[src/design/cfftdd_pkg.sv]
// ----------------------------------------------------------------------------
// cfftdd_pkg
// Word types and token codes for the CFF Top DICT token decoder.
// ----------------------------------------------------------------------------
package cfftdd_pkg;

	typedef struct packed {
		logic [7:0] data_byte;
		logic       last_byte;
	} dict_word_t;

	typedef struct packed {
		logic [1:0]         token_kind;
		logic signed [31:0] operand_value;
		logic [11:0]        operator_code;
		logic signed [31:0] charset_offset;
		logic signed [31:0] charstrings_offset;
		logic               is_cid;
		logic               done_res;
		logic [1:0]         status;
	} tok_word_t;

	// token kinds
	localparam logic [1:0] KIND_NONE    = 2'd0;
	localparam logic [1:0] KIND_INTEGER = 2'd1;
	localparam logic [1:0] KIND_REAL    = 2'd2;
	localparam logic [1:0] KIND_OPER    = 2'd3;

	// status codes
	localparam logic [1:0] ST_OK        = 2'd0;
	localparam logic [1:0] ST_RESERVED  = 2'd1;
	localparam logic [1:0] ST_TRUNCATED = 2'd2;

	// lead bytes
	localparam logic [7:0] LEAD_ESCAPE = 8'd12;
	localparam logic [7:0] LEAD_SHORT  = 8'd28;
	localparam logic [7:0] LEAD_LONG   = 8'd29;
	localparam logic [7:0] LEAD_REAL   = 8'd30;
	localparam logic [7:0] OPER_MAX    = 8'd21;
	localparam logic [7:0] SMALL_MIN   = 8'd32;
	localparam logic [7:0] SMALL_MAX   = 8'd246;
	localparam logic [7:0] POS_MAX     = 8'd250;

	// operators that update stored state
	localparam logic [11:0] OP_CHARSET     = 12'd15;
	localparam logic [11:0] OP_CHARSTRINGS = 12'd17;
	localparam logic [11:0] OP_ROS         = 12'((12 << 8) | 30);

	// operand biases
	localparam logic signed [31:0] SMALL_BIAS = 32'sd139;
	localparam logic signed [31:0] POS_BASE   = 32'sd247;
	localparam logic signed [31:0] NEG_BASE   = 32'sd251;
	localparam logic signed [31:0] PAIR_BIAS  = 32'sd108;

endpackage

[src/design/cff_top_dict_token_decoder_unit.sv]
// ----------------------------------------------------------------------------
// cff_top_dict_token_decoder_unit
// Decodes Top DICT tokens one byte per word, tracking the last operand,
// the charset and CharStrings offsets and the CID flag.
// A result word is registered and presented in the cycle after its byte is taken.
// Throughput: one byte per cycle unless a held word waits on tok_ready;
// the decode is a single pass from the byte into the result register.
// Bytes inside a multi-byte token update the state and give no word unless last_byte is set.
// Reset clears the token state, the stored offsets and the CID flag.
// ----------------------------------------------------------------------------
module cff_top_dict_token_decoder_unit
	import cfftdd_pkg::*;
(
	input  logic       clk,
	input  logic       arst_n,
	input  logic       dict_valid,
	output logic       dict_ready,
	input  dict_word_t dict_word,
	output logic       tok_valid,
	input  logic       tok_ready,
	output tok_word_t  tok_word
);

	localparam logic [2:0] PH_IDLE = 3'd0;
	localparam logic [2:0] PH_WIDE = 3'd1;
	localparam logic [2:0] PH_PAIR = 3'd2;
	localparam logic [2:0] PH_REAL = 3'd3;
	localparam logic [2:0] PH_OP2  = 3'd4;

	logic [2:0]         phase_q, phase_d;
	logic [1:0]         bytes_left_q, bytes_left_d;
	logic [7:0]         lead_byte_q, lead_byte_d;
	logic [31:0]        asm_q, asm_d;
	logic signed [31:0] last_operand_q, last_operand_d;
	logic signed [31:0] charset_q, charset_d;
	logic signed [31:0] charstrings_q, charstrings_d;
	logic               cid_q, cid_d;

	logic               out_valid_q;
	tok_word_t          out_word_q;

	logic               accept;
	logic               have;
	logic [1:0]         kind;
	logic [11:0]        op;
	logic [1:0]         stat;
	logic [7:0]         b;
	logic [31:0]        asm_shift;
	logic signed [31:0] lead_s, b_s, pair_pos, pair_neg;

	assign dict_ready = !out_valid_q || tok_ready;
	assign accept     = dict_valid && dict_ready;
	assign b          = dict_word.data_byte;
	assign asm_shift  = {asm_q[23:0], b};
	assign lead_s     = signed'({24'd0, lead_byte_q});
	assign b_s        = signed'({24'd0, b});
	assign pair_pos   = ((lead_s - POS_BASE) <<< 8) + b_s + PAIR_BIAS;
	assign pair_neg   = -((lead_s - NEG_BASE) <<< 8) - b_s - PAIR_BIAS;

	always_comb begin
		phase_d        = phase_q;
		bytes_left_d   = bytes_left_q;
		lead_byte_d    = lead_byte_q;
		asm_d          = asm_q;
		last_operand_d = last_operand_q;
		charset_d      = charset_q;
		charstrings_d  = charstrings_q;
		cid_d          = cid_q;
		kind           = KIND_NONE;
		op             = '0;
		stat           = ST_OK;
		have           = 1'b0;

		case (phase_q)
			PH_WIDE: begin
				asm_d = asm_shift;
				if (bytes_left_q == 2'd0) begin
					if (lead_byte_q == LEAD_SHORT) begin
						last_operand_d = signed'({{16{asm_shift[15]}}, asm_shift[15:0]});
					end else begin
						last_operand_d = signed'(asm_shift);
					end
					phase_d = PH_IDLE;
					kind    = KIND_INTEGER;
					have    = 1'b1;
				end else begin
					bytes_left_d = bytes_left_q - 2'd1;
				end
			end
			PH_PAIR: begin
				last_operand_d = (lead_byte_q <= POS_MAX) ? pair_pos : pair_neg;
				phase_d        = PH_IDLE;
				kind           = KIND_INTEGER;
				have           = 1'b1;
			end
			PH_REAL: begin
				if (b[3:0] == 4'hf || b[7:4] == 4'hf) begin
					phase_d = PH_IDLE;
					kind    = KIND_REAL;
					have    = 1'b1;
				end
			end
			PH_OP2: begin
				op      = {LEAD_ESCAPE[3:0], b};
				phase_d = PH_IDLE;
				kind    = KIND_OPER;
				have    = 1'b1;
			end
			default: begin
				// idle, and unused phase codes behave as idle
				phase_d = PH_IDLE;
				if (b inside {[8'd0:OPER_MAX]}) begin
					if (b == LEAD_ESCAPE) begin
						phase_d = PH_OP2;
					end else begin
						op   = {4'd0, b};
						kind = KIND_OPER;
						have = 1'b1;
					end
				end else if (b == LEAD_SHORT || b == LEAD_LONG) begin
					lead_byte_d  = b;
					asm_d        = '0;
					bytes_left_d = (b == LEAD_SHORT) ? 2'd1 : 2'd3;
					phase_d      = PH_WIDE;
				end else if (b == LEAD_REAL) begin
					phase_d = PH_REAL;
				end else if (b < SMALL_MIN || b == 8'hff) begin
					stat = ST_RESERVED;
					have = 1'b1;
				end else if (b inside {[SMALL_MIN:SMALL_MAX]}) begin
					last_operand_d = b_s - SMALL_BIAS;
					kind           = KIND_INTEGER;
					have           = 1'b1;
				end else begin
					lead_byte_d = b;
					phase_d     = PH_PAIR;
				end
			end
		endcase

		// operators see the operand held before this byte
		if (kind == KIND_OPER) begin
			if (op == OP_CHARSET) begin
				charset_d = last_operand_q;
			end else if (op == OP_CHARSTRINGS) begin
				charstrings_d = last_operand_q;
			end else if (op == OP_ROS) begin
				cid_d = 1'b1;
			end
		end

		if (dict_word.last_byte) begin
			if (phase_d != PH_IDLE) begin
				stat    = ST_TRUNCATED;
				kind    = KIND_NONE;
				op      = '0;
				phase_d = PH_IDLE;
			end
			bytes_left_d = 2'd0;
			have         = 1'b1;
		end
	end

	always_ff @(posedge clk or negedge arst_n) begin
		if (!arst_n) begin
			phase_q        <= PH_IDLE;
			bytes_left_q   <= '0;
			lead_byte_q    <= '0;
			asm_q          <= '0;
			last_operand_q <= '0;
			charset_q      <= '0;
			charstrings_q  <= '0;
			cid_q          <= 1'b0;
			out_valid_q    <= 1'b0;
		end else begin
			if (accept && have) begin
				out_valid_q <= 1'b1;
			end else if (tok_ready) begin
				out_valid_q <= 1'b0;
			end
			if (accept) begin
				phase_q        <= phase_d;
				bytes_left_q   <= bytes_left_d;
				lead_byte_q    <= lead_byte_d;
				asm_q          <= asm_d;
				last_operand_q <= last_operand_d;
				charset_q      <= charset_d;
				charstrings_q  <= charstrings_d;
				cid_q          <= cid_d;
			end
		end
	end

	always_ff @(posedge clk) begin
		if (accept && have) begin
			out_word_q.token_kind         <= kind;
			out_word_q.operand_value      <= last_operand_d;
			out_word_q.operator_code      <= op;
			out_word_q.charset_offset     <= charset_d;
			out_word_q.charstrings_offset <= charstrings_d;
			out_word_q.is_cid             <= cid_d;
			out_word_q.done_res           <= dict_word.last_byte;
			out_word_q.status             <= stat;
		end
	end

	assign tok_valid = out_valid_q;
	assign tok_word  = out_word_q;

endmodule
[config.mk]
export PLATFORM = sky130hd
export DESIGN_NAME = cff_top_dict_token_decoder_unit
export DESIGN_NICKNAME = d
export VERILOG_FILES = /design/src/design/cfftdd_pkg.sv /design/src/design/cff_top_dict_token_decoder_unit.sv
export SDC_FILE = /design/constraint.sdc
export NUM_CORES = 1
export LEC_CHECK = 0
export BUFFER_PORTS_ARGS = -buffer_cell sky130_fd_sc_hd__buf_2
export CAP_MARGIN = 20
export CORE_MARGIN = 2
export CORE_UTILIZATION = 41
export DETAILED_ROUTE_END_ITERATION = 12
export HOLD_SLACK_MARGIN = 0.12
export PLACE_DENSITY = 0.57
export SLEW_MARGIN = 20
export SYNTH_ARGS = -nofsm -noshare
export SYNTH_HDL_FRONTEND = slang
export SYNTH_SLANG_ARGS = --single-unit
[constraint.sdc]
create_clock -name clk -period 11.8 [get_ports clk]
set_input_delay 1.18 -clock clk [delete_from_list [all_inputs] [get_ports clk]]
set_output_delay 1.18 -clock clk [all_outputs]
set_load 0.01 [all_outputs]
# After elaboration in Yosys (flattened, before gate mapping)

Index checks and enable logic that the tools add are counted.

Register bits: 249
Bits in latches: 0
RAM bits: 0
ROM bits: 0
Input port bits: 13
Output and inout port bits: 116
Memories kept: 0

$add $sub $neg: 9
Multiply operators: 0
Divide/modulo/power cells: 0
$lt $le $gt $ge: 6
Equality and inequality tests: 23
Shift operators: 0
Mux-type cells: 77
Bitwise gates (word level): 3
Reduce and logical (&&, ||, !) cells: 22

Operator list:

| cell                    | number |
|---|---|
| $mux W32                | 13 |
| $pmux W32 S3            | 1 |
| $mux W24                | 2 |
| $mux W8                 | 6 |
| $pmux W24 S2            | 1 |
| $eq A8 B5 Y1 const B    | 4 |
| $mux W2                 | 16 |
| $neg A17 Y32            | 1 |
| $sub A32 B8 Y32 const B | 1 |
| $sub A32 B9 Y32         | 1 |
| $sub A8 B8 Y9 const B   | 3 |
| $mux W1                 | 25 |
| $mux W12                | 2 |
| $pmux W12 S2            | 1 |
| $add A18 B8 Y19 const B | 1 |
| $add A17 B9 Y18         | 1 |
| $mux W3                 | 6 |
| $le A8 B8 Y1 const B    | 2 |
| $eq A12 B12 Y1 const B  | 1 |
| $eq A12 B4 Y1 const B   | 1 |
| $eq A12 B5 Y1 const B   | 1 |
| $pmux W3 S3             | 1 |
| $eq A4 B4 Y1 const B    | 2 |
| $eq A8 B4 Y1 const B    | 1 |
| 30 further kinds        | 46 |

# Longest topological paths before layout

Depth after elaboration: 11
Mapped depth: 13
Gate-level depth less buffers: 11

# Worst setup path before layout

No wires, ideal clock.

Kind: input-to-reg
Start point: input port dict_word[2] (netlist bit)
End point: register out_word_q (netlist bit tok_word[0]), enable pin
Setup time: 0.582 ns
Arrival: 7.984 ns
Required time: 11.218 ns
Path slack: 3.235 ns
Cell stages on the path: 11
Path buffers: 2
Cell sequence: clkbuf_1 -> inv_1 -> ha_1 -> nand2b_1 -> a221o_1 -> and2_2 -> clkbuf_1 -> or3b_2 -> a31oi_1 -> nor2_1 -> nor2_1

Word-level cells in the longest chain between the ends: 10
Elaborated cells on any way between the ends: 26
Classes of those cells: 5 x order compare; 6 x eq/ne; 9 x mux; 6 x reduce/logical

RTL lines:

| item                                         | RTL line                               | RTL |
|---|---|---|
| start: declaration                           | cff_top_dict_token_decoder_unit.sv:18  | `input dict_word_t dict_word,` |
| $ge A8 B6 Y1 or $le A8 B8 Y1 (tied branches) | cff_top_dict_token_decoder_unit.sv:130 | `end else if (b inside {[SMALL_MIN:SMALL_MAX]}) begin` |
| $logic_and A1 B1 Y1                          | cff_top_dict_token_decoder_unit.sv:130 |  |
| $mux W1                                      | cff_top_dict_token_decoder_unit.sv:130 |  |
| $mux W1                                      | cff_top_dict_token_decoder_unit.sv:127 | `end else if (b < SMALL_MIN \|\| b == 8'hff) begin` |
| $mux W1                                      | cff_top_dict_token_decoder_unit.sv:125 | `end else if (b == LEAD_REAL) begin` |
| $mux W1                                      | cff_top_dict_token_decoder_unit.sv:120 | `end else if (b == LEAD_SHORT \|\| b == LEAD_LONG) begin` |
| $mux W1                                      | cff_top_dict_token_decoder_unit.sv:112 | `if (b inside {[8'd0:OPER_MAX]}) begin` |
| $pmux W1 S3 *                                | cff_top_dict_token_decoder_unit.sv:74  | `case (phase_q)` |
| $mux W1 *                                    | cff_top_dict_token_decoder_unit.sv:152 | `if (dict_word.last_byte) begin` |
| $logic_and A1 B1 Y1 *                        | cff_top_dict_token_decoder_unit.sv:195 | `if (accept && have) begin` |
| end: declaration                             | cff_top_dict_token_decoder_unit.sv:40  | `tok_word_t out_word_q;` |

Mark *: on every way between the ends. The rest lies on a longest branch, timed or not.
A chain may end at the register's enable or synchronous reset.

# Worst setup path in the final report

Start point: input port dict_word[1] (netlist bit)
End point: register out_word_q (netlist bit tok_word[37]), enable pin

The elaborated chain is that of the path after synthesis.

==> flow_summary_export.csv <==
group,metric,value,unit
routing,ant_nets,0,
routing,vias,8955,
floorplanning,coreArea,29720,um2
global_route,grt_pass1_vias,8273,
min_path,holdPathStages,2,
clock_tree,cts_tree,"built",
logic_synthesis,ys_async_sr_fraction,54.88,%
global_route,grt_pass1_wl,50000,um
routing,wl_met1,15870,um
worst_setup_path,path_max_fanout,84,
logic_synthesis,synth_largest_area_cell,"dfrtp_1",
clock_tree,htreeDepth,1,
pwr,p_leak,0.006051,uW
worst_setup_path,crit_required,11.96,ns
sta,slew_violations,0,
sta,rsz0062_at_grt,"false",
logic_synthesis,synth_top_area_share,27.22,%
logic_synthesis,syn_area,12410,um2
floorplanning,die_y,178.0,um
placement,place_congestion,0.8931,
global_route,overflow,0,
placement,dp_hpwl,22090,um
floorplanning,die_area,31680,um2
clock_tree,postCtsSetupRepairBufs,0,
routing,drt_iter0_drc,798,
worst_setup_path,worst_setup_path_start_kind,"input pin",
logic_synthesis,synth_cells,1081,
clock_tree,cts_buffers,28,
layout,antennaDiodeCount,0,
logic_synthesis,synth_edf_count,111,
pwr,ir_worst_vdd,0.1090,mV
floorplanning,rows,63,
layout,layoutNonFillerInstCount,1585,
layout,multi_input_area,5266,um2
global_route,track_usage,20.52,%
clock_tree,cts_root_buffer,"clkbuf_16",
layout,area.sequential,6711,um2
global_route,antenna_found_initial,0,
logic_synthesis,yosysMostFrequentCell,"dfrtp_1",
layout,num-nets-final,1212,
worst_setup_path,r2r_cells,6,
sta,period_share,43.13,%
floorplanning,dieWidth,178.0,um
logic_synthesis,yosys_warnings,0,
sta,setup_viol,0,
run_status,status,"complete, no violations",
clock_tree,clk_path_buf_depth,3,
clock_tree,cts_resized,0,
sta,max_slew.worst_pin.slew,1.074,ns
worst_setup_path,cp-end-kind,"flip-flop",
sta,setup-tns-final,0,ns
logic_synthesis,ys_seq_area_share,54.08,%
placement,io_buffers,126,
routing,wl,32640,um
routing,wl_met3,1771,um
pwr,cellPowerDensity,153.5,nW/um2
clock_tree,cts.reportedPaths.clkPinSlew,0.06,ns
min_path,min_path_type,"reg2reg",
sta,hold_viol,0,
sta,fmax,196.5,MHz
routing,met2WireLength,14620,um
sta,skew,0.01127,ns
clock_tree,clk_latency,0.54,ns
run,cap_viol_max_count,0,
routing,drc_errors,0,
logic_synthesis,ys_seq_elements,246,
sta,period_needed,5.089,ns
logic_synthesis,synth_common_cells,"dfrtp_1 (135), nand2_1 (113), edfxtp_1 (111), mux2_2 (104), a21oi_1 (100)",
worst_setup_path,crit_type,"in2reg",
floorplanning,ioPinCount,129,
sta,hold_ws,0.4815,ns
logic_synthesis,syn_area_per_cell,11.48,um2
routing,drt-pass1-iter-count,5,
logic_synthesis,synthDistinctLibCells,77,
clock_tree,holdBufCountCts,0,
layout,syn2layout_area_growth,14.85,%
logic_synthesis,ys.flop_type,"dfrtp_1",
placement,placedCellCount,1533,
sta,slew_headroom,28.11,%
clock_tree,cts.sinks,246,
logic_synthesis,synth.area.top_cells,"dfrtp_1 (27%), edfxtp_1 (27%), mux2_2 (9.4%), a21oi_1 (4.0%), mux2_4 (3.6%)",
layout,fill_cells,2680,
routing,wire_per_inst,20.59,um
routing,drt-vias-per-instance,5.650,
floorplanning,start_util,41.76,%
layout,drive_above_1_share,29.46,%
global_route,grt_max_degree,85,
routing,highest_layer,"met4",
worst_setup_path,arrival,5.24,ns
layout make-up:
type | instances | area share, %
Tap cell | 390 | 3.423
Timing Repair Buffer | 141 | 5.258
Clock buffer | 40 | 6.022
Multi-Input combinational cell | 736 | 36.95
Inverter | 20 | 0.5267
Clock inverter | 12 | 0.7374
Sequential cell | 246 | 47.09
per-stage QoR:
step	total power, uW	instance area [um2]	worst slack [ns]	utilization [%]
CTS	2207	14250	6.710	47.96
global placement	1325	13290	6.250	44.71
global route	2284	14250	6.376	47.96
finish	2188	14250	6.711	47.96
detailed placement	1326	13290	6.146	44.72
floorplan	1212	12410	3.235	-
path summary, 6_finish.rpt:
| path | startpoint | end | slack (ns) |
|---|---|---|---|
| setup / recovery | dict_word[1] | tok_word[37] | 6.71 |
| hold reg to reg | asm_q[20] | asm_q[20] | 0.48 |
| min in group asynchronous | arst_n | charstrings_q[25] | 0.62 |
| hold / removal | asm_q[20] | asm_q[20] | 0.48 |
| max in group asynchronous | arst_n | charset_q[8] | 9.77 |
| setup reg to reg | phase_q[1] | tok_word[37] | 8.07 |
layer usage:
| metal | up-vias | global-route usage, % |
|---|---|---|
| met5 | - | 0 |
| met4 | 0 | 3.381 |
| met3 | 31 | 2.408 |
| met2 | 314 | 30.98 |
| met1 | 4443 | 32.06 |
| li1 | 4167 | - |
cell usage in the layout (no fill, tap or decap), types with 19 or more instances in the layout:
cell       synthesis  layout
edfxtp_1         111     111
inv_1             19      19
mux2_4            30      30
dfrtp_1          135     135
o21ai_0           57      57
nand2_1          113     113
buf_2             11     125
nand3_1           21      21
a31oi_1           36      36
clkbuf_16          0      30
a21oi_1          100     100
nor2_1            41      38
mux2_2           104     104
ha_1              26      26
cells by family (layout without fill, tap and decap cells):
family                     count (synthesis)  in the layout  share of synthesized area (%)
muxes                                    142            142                          13.72
AOI/OAI and AO/OA                        283            283                          14.07
xor gates and xnor gates                  19             19                          1.341
buffers and inverters                    100            213                          3.771
other                                      1              2                        0.03022
DFF                                      246            246                          54.08
and+or+nand+nor                          261            261                          10.11
adders and majority gates                 29             29                          2.873
worst max-delay path, cell delays in order:
cell and delay (ns):
buf_2 0.21, inv_1 0.12, ha_1 0.28, nand2b_1 0.23, a221o_1 0.35, and2_2 0.25
or3b_2 0.47, a31oi_1 0.33, nor2_1 0.12, nor2_4 0.69, buf_4 0.91
power by group:
group / switching [uW] / internal [uW]
Combinational: 149 / 94.4
Clock: 348 / 529
Sequential: 100 / 969
Total: 597 / 1590
sequential cells by signal, indices dropped and copies added (netlist names):
signal and flops:
charstrings_q 32, bytes_left_q 2, cid_q 1, asm_q 24
last_operand_q 32, tok_valid 1, phase_q 3, lead_byte_q 8
tok_word 111, charset_q 32
Power figures use the tool's default switching activity.
